[src/rtl/utac_pkg.sv]
// ----------------------------------------------------------------------------
// utac_pkg
// Shared types, constants and the one's-complement adder used by the UDP
// trailer appender and its output stage.
// ----------------------------------------------------------------------------
package utac_pkg;

    // Configuration register indexes.
    localparam int unsigned CFG_INDEX_W = 1;
    typedef enum logic [CFG_INDEX_W-1:0] {
        REG_MATCH_PORT    = 1'b0,
        REG_TRAILER_VALUE = 1'b1
    } t_cfg_reg;

    localparam int unsigned CFG_DATA_W = 16;

    // Register reset values.
    localparam logic [15:0] MATCH_PORT_RESET    = 16'd5050;
    localparam logic [7:0]  TRAILER_VALUE_RESET = 8'hFF;

    // Packet limits.
    localparam int unsigned MAX_PACKET_BYTES = 65535;
    localparam logic [15:0] LAST_COUNT       = 16'hFFFF;

    // IPv4 header decoding.
    localparam logic [3:0]  IP_VERSION       = 4'd4;
    localparam logic [3:0]  MIN_IHL          = 4'd5;
    localparam logic [7:0]  UDP_PROTO        = 8'd17;
    localparam logic [5:0]  MIN_HEADER_BYTES = 6'd20;
    localparam logic [15:0] PROTO_OFFSET     = 16'd9;
    localparam logic [15:0] IP_TLEN_OFFSET   = 16'd2;
    localparam logic [15:0] IP_CSUM_OFFSET   = 16'd10;
    localparam logic [15:0] PSEUDO_START     = 16'd12;
    localparam logic [15:0] PSEUDO_END       = 16'd20;

    // Offsets within the UDP header.
    localparam logic [15:0] UDP_DPORT_HI     = 16'd2;
    localparam logic [15:0] UDP_DPORT_LO     = 16'd3;
    localparam logic [15:0] UDP_LEN_OFFSET   = 16'd4;
    localparam logic [15:0] UDP_CSUM_OFFSET  = 16'd6;
    localparam logic [15:0] UDP_HEADER_BYTES = 16'd8;

    // A UDP checksum of zero goes out as all ones.
    localparam logic [15:0] CSUM_ZERO_SUB    = 16'hFFFF;

    // One result item.
    typedef struct packed {
        logic [7:0]  out_byte;
        logic        is_trailer;
        logic        out_last;
        logic        matched;
        logic [15:0] new_total_length;
        logic [15:0] new_ip_checksum;
        logic [15:0] new_udp_length;
        logic [15:0] new_udp_checksum;
    } t_result;

    // 16-bit one's-complement addition with end-around carry.
    function automatic logic [15:0] add1c(input logic [15:0] a, input logic [15:0] b);
        logic [16:0] s;
        s = {1'b0, a} + {1'b0, b};
        return s[15:0] + {15'd0, s[16]};
    endfunction

endpackage

[src/rtl/utac_obuf.sv]
// ----------------------------------------------------------------------------
// utac_obuf
// Output register of the trailer appender. Holds one result until the
// receiver takes it and reports when it can be loaded again.
// ----------------------------------------------------------------------------
module utac_obuf (
    input  logic              i_clk,
    input  logic              i_rst_n,
    input  logic              i_load,
    input  utac_pkg::t_result i_result,
    output logic              o_free,
    output logic              o_out_valid,
    input  logic              i_out_ready,
    output logic [7:0]        o_out_byte,
    output logic              o_is_trailer,
    output logic              o_out_last,
    output logic              o_matched,
    output logic [15:0]       o_new_total_length,
    output logic [15:0]       o_new_ip_checksum,
    output logic [15:0]       o_new_udp_length,
    output logic [15:0]       o_new_udp_checksum
);
    import utac_pkg::*;

    logic    r_valid;
    t_result r_data;

    // The register can be loaded when empty or when its transaction completes.
    assign o_free = !r_valid || i_out_ready;

    // Valid flag.
    always_ff @(posedge i_clk) begin
        if (!i_rst_n) begin
            r_valid <= 1'b0;
        end else if (o_free) begin
            r_valid <= i_load;
        end
    end

    // Payload.
    always_ff @(posedge i_clk) begin
        if (o_free && i_load) begin
            r_data <= i_result;
        end
    end

    assign o_out_valid        = r_valid;
    assign o_out_byte         = r_data.out_byte;
    assign o_is_trailer       = r_data.is_trailer;
    assign o_out_last         = r_data.out_last;
    assign o_matched          = r_data.matched;
    assign o_new_total_length = r_data.new_total_length;
    assign o_new_ip_checksum  = r_data.new_ip_checksum;
    assign o_new_udp_length   = r_data.new_udp_length;
    assign o_new_udp_checksum = r_data.new_udp_checksum;

endmodule

[src/rtl/udp_trailer_append_checksum.sv]
// ----------------------------------------------------------------------------
// udp_trailer_append_checksum
// Passes an IPv4 packet through byte by byte and appends a trailer to UDP
// packets bound for the configured port, with the patched header values.
// ----------------------------------------------------------------------------
// Usage:
//   Input bytes arrive on i_in_valid / o_in_ready with i_end_of_packet on the
//   final byte. Each accepted byte is loaded into an output register and is
//   presented in the next cycle on o_out_valid / i_out_ready.
//   When a packet is IPv4 UDP to the match port, TRAILER_BYTES trailer bytes
//   follow its last byte; the final result carries matched and the new total
//   length, IP checksum, UDP length and UDP checksum for a later patch stage.
//   Throughput is one byte per cycle while the output register is free and
//   no trailer is being added. After a matching packet the input is held off
//   while S_TRAIL folds the trailer into the UDP sum, S_FIN1 pads an odd
//   byte, S_FIN2 and S_FIN3 finish both sums and S_LAST loads the result.
//   Configuration writes on i_cfg_valid / o_cfg_ready are always accepted and
//   must only be issued while no packet is in flight.
//   Reset (synchronous, i_rst_n low) empties the output register, clears the
//   packet state and restores match port 5050 and trailer value 0xFF.
//   A stalled receiver holds the output register; the input is then taken
//   only in the cycle that the held result leaves.
// ----------------------------------------------------------------------------
module udp_trailer_append_checksum #(
    parameter int unsigned TRAILER_BYTES = 4
) (
    input  logic                               i_clk,
    input  logic                               i_rst_n,
    // Configuration channel.
    input  logic                               i_cfg_valid,
    output logic                               o_cfg_ready,
    input  logic [utac_pkg::CFG_INDEX_W-1:0]   i_cfg_index,
    input  logic [utac_pkg::CFG_DATA_W-1:0]    i_cfg_data,
    // Input byte channel.
    input  logic                               i_in_valid,
    output logic                               o_in_ready,
    input  logic [7:0]                         i_data_byte,
    input  logic                               i_end_of_packet,
    // Result channel.
    output logic                               o_out_valid,
    input  logic                               i_out_ready,
    output logic [7:0]                         o_out_byte,
    output logic                               o_is_trailer,
    output logic                               o_out_last,
    output logic                               o_matched,
    output logic [15:0]                        o_new_total_length,
    output logic [15:0]                        o_new_ip_checksum,
    output logic [15:0]                        o_new_udp_length,
    output logic [15:0]                        o_new_udp_checksum
);
    import utac_pkg::*;

    localparam int unsigned TW = (TRAILER_BYTES > 1) ? $clog2(TRAILER_BYTES) : 1;
    localparam logic [TW-1:0] LAST_IDX =
        TW'((TRAILER_BYTES > 0) ? TRAILER_BYTES - 1 : 0);
    localparam logic [15:0] TRAILER_LEN = 16'(TRAILER_BYTES);
    localparam logic [15:0] LEN_LIMIT   = 16'(MAX_PACKET_BYTES - TRAILER_BYTES);

    typedef enum logic [2:0] {
        S_BYTES,
        S_TRAIL,
        S_FIN1,
        S_FIN2,
        S_FIN3,
        S_LAST
    } t_state;

    // Registers and their next values.
    t_state      r_state,      n_state;
    logic [15:0] r_match_port, n_match_port;
    logic [7:0]  r_tv,         n_tv;
    logic [15:0] r_count,      n_count;
    logic [5:0]  r_hb,         n_hb;
    logic [15:0] r_hdr_sum,    n_hdr_sum;
    logic [15:0] r_udp_sum,    n_udp_sum;
    logic [7:0]  r_held,       n_held;
    logic [15:0] r_port,       n_port;
    logic        r_udp4,       n_udp4;
    logic        r_ovf,        n_ovf;
    logic        r_pend,       n_pend;
    logic [TW-1:0] r_idx,      n_idx;
    logic [15:0] r_tl,         n_tl;
    logic [15:0] r_ul,         n_ul;
    logic [7:0]  r_last_byte,  n_last_byte;

    logic        out_free;
    logic        load;
    t_result     res;
    logic        in_take;
    logic [15:0] hb16;
    logic [15:0] pe;
    logic [15:0] word;
    logic        match;
    logic [15:0] uc_raw;

    assign o_cfg_ready = 1'b1;
    assign o_in_ready  = (r_state == S_BYTES) && out_free;
    assign in_take     = i_in_valid && o_in_ready;
    assign hb16        = {10'd0, r_hb};
    assign pe          = {r_count[15:1], 1'b0};
    assign word        = {r_held, i_data_byte};
    assign uc_raw      = ~r_udp_sum;

    // Next-state logic: byte parsing, trailer folding and checksum finish.
    always_comb begin
        n_state      = r_state;
        n_match_port = r_match_port;
        n_tv         = r_tv;
        n_count      = r_count;
        n_hb         = r_hb;
        n_hdr_sum    = r_hdr_sum;
        n_udp_sum    = r_udp_sum;
        n_held       = r_held;
        n_port       = r_port;
        n_udp4       = r_udp4;
        n_ovf        = r_ovf;
        n_pend       = r_pend;
        n_idx        = r_idx;
        n_tl         = r_tl;
        n_ul         = r_ul;
        n_last_byte  = r_last_byte;
        load         = 1'b0;
        res          = '0;
        match        = 1'b0;

        // Register writes.
        if (i_cfg_valid && o_cfg_ready) begin
            unique case (i_cfg_index)
                REG_MATCH_PORT:    n_match_port = i_cfg_data[15:0];
                REG_TRAILER_VALUE: n_tv         = i_cfg_data[7:0];
                default:           n_match_port = r_match_port;
            endcase
        end

        unique case (r_state)
            S_BYTES: begin
                if (in_take) begin
                    // Fold the byte into the packet state.
                    if (r_count == LAST_COUNT) begin
                        n_ovf = 1'b1;
                    end else begin
                        n_count = r_count + 16'd1;
                        if (r_count == 16'd0) begin
                            n_hb   = {i_data_byte[3:0], 2'b00};
                            n_udp4 = (i_data_byte[7:4] == IP_VERSION) &&
                                     (i_data_byte[3:0] >= MIN_IHL);
                        end
                        if (r_count == PROTO_OFFSET && i_data_byte != UDP_PROTO) begin
                            n_udp4 = 1'b0;
                        end
                        if (r_hb >= MIN_HEADER_BYTES) begin
                            if (r_count == hb16 + UDP_DPORT_HI) begin
                                n_port[15:8] = i_data_byte;
                            end
                            if (r_count == hb16 + UDP_DPORT_LO) begin
                                n_port[7:0] = i_data_byte;
                            end
                        end
                        if (!r_count[0]) begin
                            n_held = i_data_byte;
                        end else if (pe < hb16) begin
                            if (pe != IP_TLEN_OFFSET && pe != IP_CSUM_OFFSET) begin
                                n_hdr_sum = add1c(r_hdr_sum, word);
                            end
                            if (pe >= PSEUDO_START && pe < PSEUDO_END) begin
                                n_udp_sum = add1c(r_udp_sum, word);
                            end
                        end else if (pe != hb16 + UDP_LEN_OFFSET &&
                                     pe != hb16 + UDP_CSUM_OFFSET) begin
                            n_udp_sum = add1c(r_udp_sum, word);
                        end
                    end

                    res.out_byte = i_data_byte;

                    if (i_end_of_packet) begin
                        // Match decision on the state that includes this byte.
                        match = n_udp4 && !n_ovf && (n_hb >= MIN_HEADER_BYTES) &&
                                (n_count >= {10'd0, n_hb} + UDP_HEADER_BYTES) &&
                                (n_port == r_match_port) && (n_count <= LEN_LIMIT);
                        n_pend      = n_count[0];
                        n_idx       = '0;
                        n_last_byte = i_data_byte;
                        if (!match) begin
                            load         = 1'b1;
                            res.out_last = 1'b1;
                            n_count      = '0;
                            n_hb         = '0;
                            n_hdr_sum    = '0;
                            n_udp_sum    = '0;
                            n_held       = '0;
                            n_port       = '0;
                            n_udp4       = 1'b0;
                            n_ovf        = 1'b0;
                        end else if (TRAILER_BYTES == 0) begin
                            n_state = S_FIN1;
                        end else begin
                            load    = 1'b1;
                            n_state = S_TRAIL;
                        end
                    end else begin
                        load = 1'b1;
                    end
                end
            end

            S_TRAIL: begin
                // A trailer byte a cycle unless stalled; all but last go out.
                if (r_idx == LAST_IDX || out_free) begin
                    load           = (r_idx != LAST_IDX);
                    res.out_byte   = r_tv;
                    res.is_trailer = 1'b1;
                    if (r_pend) begin
                        n_udp_sum = add1c(r_udp_sum, {r_held, r_tv});
                        n_pend    = 1'b0;
                    end else begin
                        n_held = r_tv;
                        n_pend = 1'b1;
                    end
                    if (r_idx == LAST_IDX) begin
                        n_state = S_FIN1;
                    end else begin
                        n_idx = r_idx + TW'(1);
                    end
                end
            end

            S_FIN1: begin
                // Odd final byte pads to a word; lengths from the byte count.
                if (r_pend) begin
                    n_udp_sum = add1c(r_udp_sum, {r_held, 8'd0});
                end
                n_tl    = r_count + TRAILER_LEN;
                n_ul    = r_count + TRAILER_LEN - hb16;
                n_state = S_FIN2;
            end

            S_FIN2: begin
                // Header gets the new length; UDP length counted twice (rotate).
                n_hdr_sum = add1c(r_hdr_sum, r_tl);
                n_udp_sum = add1c(r_udp_sum, {r_ul[14:0], r_ul[15]});
                n_state   = S_FIN3;
            end

            S_FIN3: begin
                // Protocol word of the pseudo-header.
                n_udp_sum = add1c(r_udp_sum, {8'd0, UDP_PROTO});
                n_state   = S_LAST;
            end

            S_LAST: begin
                // Final result with the header values, then a fresh packet.
                if (out_free) begin
                    load                 = 1'b1;
                    res.out_byte         = (TRAILER_BYTES == 0) ? r_last_byte : r_tv;
                    res.is_trailer       = (TRAILER_BYTES != 0);
                    res.out_last         = 1'b1;
                    res.matched          = 1'b1;
                    res.new_total_length = r_tl;
                    res.new_ip_checksum  = ~r_hdr_sum;
                    res.new_udp_length   = r_ul;
                    res.new_udp_checksum = (uc_raw == 16'd0) ? CSUM_ZERO_SUB : uc_raw;
                    n_count              = '0;
                    n_hb                 = '0;
                    n_hdr_sum            = '0;
                    n_udp_sum            = '0;
                    n_held               = '0;
                    n_port               = '0;
                    n_udp4               = 1'b0;
                    n_ovf                = 1'b0;
                    n_state              = S_BYTES;
                end
            end

            default: n_state = S_BYTES;
        endcase
    end

    // State and registers.
    always_ff @(posedge i_clk) begin
        if (!i_rst_n) begin
            r_state      <= S_BYTES;
            r_match_port <= MATCH_PORT_RESET;
            r_tv         <= TRAILER_VALUE_RESET;
            r_count      <= '0;
            r_hb         <= '0;
            r_hdr_sum    <= '0;
            r_udp_sum    <= '0;
            r_held       <= '0;
            r_port       <= '0;
            r_udp4       <= 1'b0;
            r_ovf        <= 1'b0;
            r_pend       <= 1'b0;
            r_idx        <= '0;
        end else begin
            r_state      <= n_state;
            r_match_port <= n_match_port;
            r_tv         <= n_tv;
            r_count      <= n_count;
            r_hb         <= n_hb;
            r_hdr_sum    <= n_hdr_sum;
            r_udp_sum    <= n_udp_sum;
            r_held       <= n_held;
            r_port       <= n_port;
            r_udp4       <= n_udp4;
            r_ovf        <= n_ovf;
            r_pend       <= n_pend;
            r_idx        <= n_idx;
        end
        r_tl        <= n_tl;
        r_ul        <= n_ul;
        r_last_byte <= n_last_byte;
    end

    // Output register.
    utac_obuf u_obuf (
        .i_clk              (i_clk),
        .i_rst_n            (i_rst_n),
        .i_load             (load),
        .i_result           (res),
        .o_free             (out_free),
        .o_out_valid        (o_out_valid),
        .i_out_ready        (i_out_ready),
        .o_out_byte         (o_out_byte),
        .o_is_trailer       (o_is_trailer),
        .o_out_last         (o_out_last),
        .o_matched          (o_matched),
        .o_new_total_length (o_new_total_length),
        .o_new_ip_checksum  (o_new_ip_checksum),
        .o_new_udp_length   (o_new_udp_length),
        .o_new_udp_checksum (o_new_udp_checksum)
    );

    // A rewritten packet never reports a zero UDP checksum.
    a_udp_csum_nonzero: assert property (@(posedge i_clk) disable iff (!i_rst_n)
        (o_out_valid && o_matched) |-> (o_new_udp_checksum != 16'd0))
        else $error("matched result carries a zero UDP checksum");

    // The IP total length always exceeds the UDP length by the IP header.
    a_len_order: assert property (@(posedge i_clk) disable iff (!i_rst_n)
        (o_out_valid && o_matched) |-> (o_new_total_length > o_new_udp_length))
        else $error("new total length not above new UDP length");

    // Descriptor fields only travel on the final result of a packet.
    a_desc_on_last: assert property (@(posedge i_clk) disable iff (!i_rst_n)
        (o_out_valid && !o_out_last) |-> (!o_matched && o_new_total_length == 16'd0))
        else $error("descriptor fields on a non-final result");

    // No input byte is taken while a trailer or checksum finish is under way.
    a_no_take_busy: assert property (@(posedge i_clk) disable iff (!i_rst_n)
        (r_state != S_BYTES) |-> !in_take)
        else $error("input accepted during trailer sequence");

endmodule
[config.mk]
export PLATFORM = sky130hd
export DESIGN_NAME = udp_trailer_append_checksum
export DESIGN_NICKNAME = d
export VERILOG_FILES = /design/src/rtl/utac_pkg.sv /design/src/rtl/utac_obuf.sv /design/src/rtl/udp_trailer_append_checksum.sv
export SDC_FILE = /design/constraint.sdc
export NUM_CORES = 1
export LEC_CHECK = 0
export BUFFER_PORTS_ARGS = -buffer_cell sky130_fd_sc_hd__buf_2
export CAP_MARGIN = 20
export CORE_UTILIZATION = 58
export CTS_CLUSTER_SIZE = 12
export DETAILED_ROUTE_END_ITERATION = 8
export PLACE_DENSITY = 0.86
export SYNTH_ARGS = -nofsm -noshare
export SYNTH_HDL_FRONTEND = slang
export SYNTH_SLANG_ARGS = --single-unit
[constraint.sdc]
create_clock -name i_clk -period 8.1 [get_ports i_clk]
set_input_delay 0.81 -clock i_clk [delete_from_list [all_inputs] [get_ports i_clk]]
set_output_delay 0.81 -clock i_clk [all_outputs]
set_load 0.02 [all_outputs]
==> flow_summary.json <==
{
  "syn_nets": 2244,
  "synth.avg_cell_area_um2": 8.53,
  "final.setup.tns_ps": 0,
  "postSynthCellCount": 2084,
  "global_route.overflow_total": 0,
  "worstReg2RegEnd": "r_port[2]",
  "rsz0062_at_grt": "no",
  "finalNonFillerCells": 2535,
  "ctsRootBufferMaster": "clkbuf_16",
  "yosys-mux-area-fraction": 0.0234,
  "detail_route.drc_violations": 0,
  "placed_cells_incl_taps": 2488,
  "post_cts_resized": 0,
  "cts.sinks": 218,
  "worst_clock_skew_ps": 37.1,
  "drt_iter0_drc": 2004,
  "ant_nets": 0,
  "power.ir.vdd_worst_mv": 0.185,
  "critical_path.startpoint": "r_count[3]",
  "synthAdderAreaFrac": 0.0942,
  "pwr_density_cell_nw_per_um2": 159,
  "global_route_wire_length_before_repair_um": 86500,
  "pin_count_of_the_biggest_net_entering_global_routing": 76,
  "routed-via-count": 17200,
  "async_reset_ff_frac": 0,
  "coreArea_um2": 29900,
  "numCtsBuffers": 24,
  "syn_to_final_growth_pct": 8.76,
  "cts-hold-fix-buffers": 0,
  "synthSimpleGateAreaFrac": 0.216,
  "dieHeight_um": 177,
  "syn_area_um2": 17800,
  "timing_worst_slew_pin_value_ps": 1110,
  "xor_xnor_cell_area_share_of_the_yosys_netlist": 0.107,
  "min_delay_path_depth": 3,
  "synth.yosys.seq_area_share": 0.306,
  "postRouteWirelength_um": 56100,
  "worst-endpoint-required_ps": 8580,
  "tritoncts": "done",
  "worst_r2r_path_depth": 18,
  "cp-start-kind": "flip-flop",
  "route.detailed.wl_per_inst_um": 22.1,
  "final_estimated_routing_congestion_in_global_placement": 0.995,
  "top_level_ports": 109,
  "synth_top_family_by_area": "simple AND/OR/NAND/NOR gates",
  "die_area_um2": 31400,
  "synth_warnings": 0,
  "io_buffers": 107,
  "first_pass_iteration_count_of_the_detailed_router": 5,
  "post-cts-setup-buffers": 0,
  "grt_use_total": 0.352,
  "cts.htree.levels": 1,
  "worst_setup_path_end_kind": "flip-flop",
  "dp_hpwl_um": 41400,
  "min_clock_period_post_route_ps": 5920,
  "synth_compound_area_frac": 0.213,
  "clock_tree.buffer_depth": 3,
  "worst-setup-path-type": "flip-flop to flip-flop",
  "worst-endpoint-arrival_ps": 6400,
  "fp.dieW_um": 177,
  "worst_setup_path_endpoint": "r_port[2]",
  "run_status": "complete, no violations",
  "postLayoutCoreUtil": 0.647,
  "grt_pass1_vias": 15900,
  "finalNetCount": 2286,
  "later_pin_clock_latency_in_the_skew_report_ps": 560,
  "synthesis_stage_register_bit_count": 218,
  "number_of_max_cap_violations": 0,
  "critical_path.reg2reg.startpoint": "r_count[3]",
  "slew_headroom": 0.243,
  "p_leak_uw": 0.00792,
  "timing.final.setup_violations": 0,
  "initial_core_util": 0.595,
  "setup.reg_to_reg.worst_slack_ps": 2180,
  "dominantRegCellSynth": "dfxtp_1",
  "clkTransAtPathRegs_ps": 60,
  "post_drt_via_cell_ratio": 6.77,
  "holdCritPathClass": "input port to flip-flop",
  "max_freq_mhz": 169,
  "critical_path.max_fanout": 21,
  "final_max_slew_viol_count": 0,
  "fp-row-count": 63,
  "antenna_violations_before_repair": 1,
  "post_route_cells_drive_above_1_share": 0.0993,
  "synth-edff-count": 107,
  "finalHoldViolCount": 0,
  "final.period_utilization": 0.731,
  "yosysUniqueCellTypes": 94
}
layout by cell type, fill, tap and decap left out, drive strengths merged, types with 24 or more instances in the layout:
master / n
clkbuf: 39
inv: 71
mux2i: 37
xnor2: 125
edfxtp: 107
ha: 121
o21ai: 89
nor2: 163
nand2b: 28
nand2: 188
a21oi: 137
dfxtp: 111
nand4: 39
a21o: 31
xor2: 90
nor2b: 24
and2: 47
nand3: 86
buf: 127
nor3: 46
a31oi: 24
cell usage after synthesis, drive strengths merged, types with 14 or more instances:
| library cell | count | area (um^2) |
|---|---|---|
| o22ai | 14 | 87.6 |
| xor2 | 90 | 788 |
| nor3 | 46 | 230 |
| nand4 | 39 | 244 |
| mux2i | 37 | 370 |
| nand2b | 28 | 175 |
| nor2 | 163 | 617 |
| a21oi | 137 | 686 |
| nor3b | 16 | 131 |
| a211oi | 19 | 143 |
| a31oi | 24 | 150 |
| nor2b | 24 | 150 |
| o211a | 15 | 150 |
| or3 | 14 | 87.6 |
| o21ai | 89 | 445 |
| o21a | 15 | 113 |
| a21o | 31 | 233 |
| clkbuf | 98 | 369 |
| o221ai | 23 | 201 |
| ha | 121 | 1510 |
| edfxtp | 107 | 3210 |
| nor4 | 23 | 150 |
| and3 | 21 | 131 |
| inv | 71 | 267 |
| xnor2 | 125 | 1090 |
| nand2 | 188 | 711 |
| dfxtp | 111 | 2220 |
| and2 | 47 | 294 |
| nand3 | 86 | 435 |
| or2 | 14 | 87.6 |
report_power, final:
part | internal (uW) | switching (uW) | total [uW]
clock network | 616 | 467 | 1080
logic | 271 | 455 | 726
registers | 1200 | 61.7 | 1260
total | 2090 | 983 | 3070
through the flow:
| stage | area [um^2] | power (uW) | hold WS, ps | setup slack (ps) |
|---|---|---|---|---|
| 2_1_floorplan | 17800 | 1790 | 447 | 3180 |
| 3_3_place_gp | 18500 | 1970 | 469 | 2520 |
| 3_5_place_dp | 18500 | 1980 | 476 | 2320 |
| 4_1_cts | 19300 | 3050 | 468 | 2350 |
| 5_1_grt | 19300 | 3170 | 486 | 1880 |
| 6_report | 19300 | 3070 | 468 | 2180 |
area by class of cell:
cell class | count | area (um^2)
Tap cell | 390 | 488
Sequential cell | 218 | 5440
Antenna cell | 1 | 2.50
Fill cell | 2496 | 10500
Multi-Input combinational cell | 1683 | 11700
Inverter | 72 | 270
Timing Repair Buffer | 127 | 706
Clock inverter | 5 | 40.0
Clock buffer | 39 | 731
metal layers:
metal	wire length, um	up-vias	GRT usage
li1	-	7827	-
met1	22700	8069	0.482
met2	24600	1071	0.544
met3	5790	206	0.0496
met4	3020	0	0.169
met5	0	-	0
sequential cells by signal, summed over array words and instances (netlist names), 16 cells and up:
signal / flops
u_obuf.o_new_total_length: 16
r_port: 16
u_obuf.o_new_udp_length: 16
r_match_port: 16
r_hdr_sum: 16
u_obuf.o_new_udp_checksum: 16
u_obuf.o_new_ip_checksum: 16
r_count: 16
r_ul: 16
r_tl: 16
r_udp_sum: 16
kinds of logic after synthesis:
| family | after synthesis |
|---|---|
| compound gates | 541 |
| other cells | 1 |
| fa+ha+maj | 129 |
| flops | 218 |
| xor+xnor | 216 |
| buf+inv | 183 |
| mux | 41 |
| simple gates | 755 |
worst min-delay path by stage:
stage	from	to	slack, ps
floorplan	r_udp4	r_udp4	450
global placement	r_port[15]	r_port[15]	470
detailed placement	r_port[10]	r_port[10]	480
CTS	i_cfg_data[12]	r_match_port[12]	470
global route	i_cfg_data[12]	r_match_port[12]	490
finish	i_cfg_data[12]	r_match_port[12]	470
worst max-delay path, stage by stage, from the launching register on:
cell      delay (ps)
dfxtp_1          530
inv_1            260
ha_1             200
or4bb_1          380
or4_1            640
o21ai_0          480
ha_1             250
xnor2_1           80
ha_1             290
a21o_1           110
a21oi_1           50
nand2_1           70
a211oi_1          60
a41o_1           300
o41ai_4          710
buf_4            340
and2_1           740
a32oi_1          250
nor2_1           140
Power figures use the tool's default switching activity.
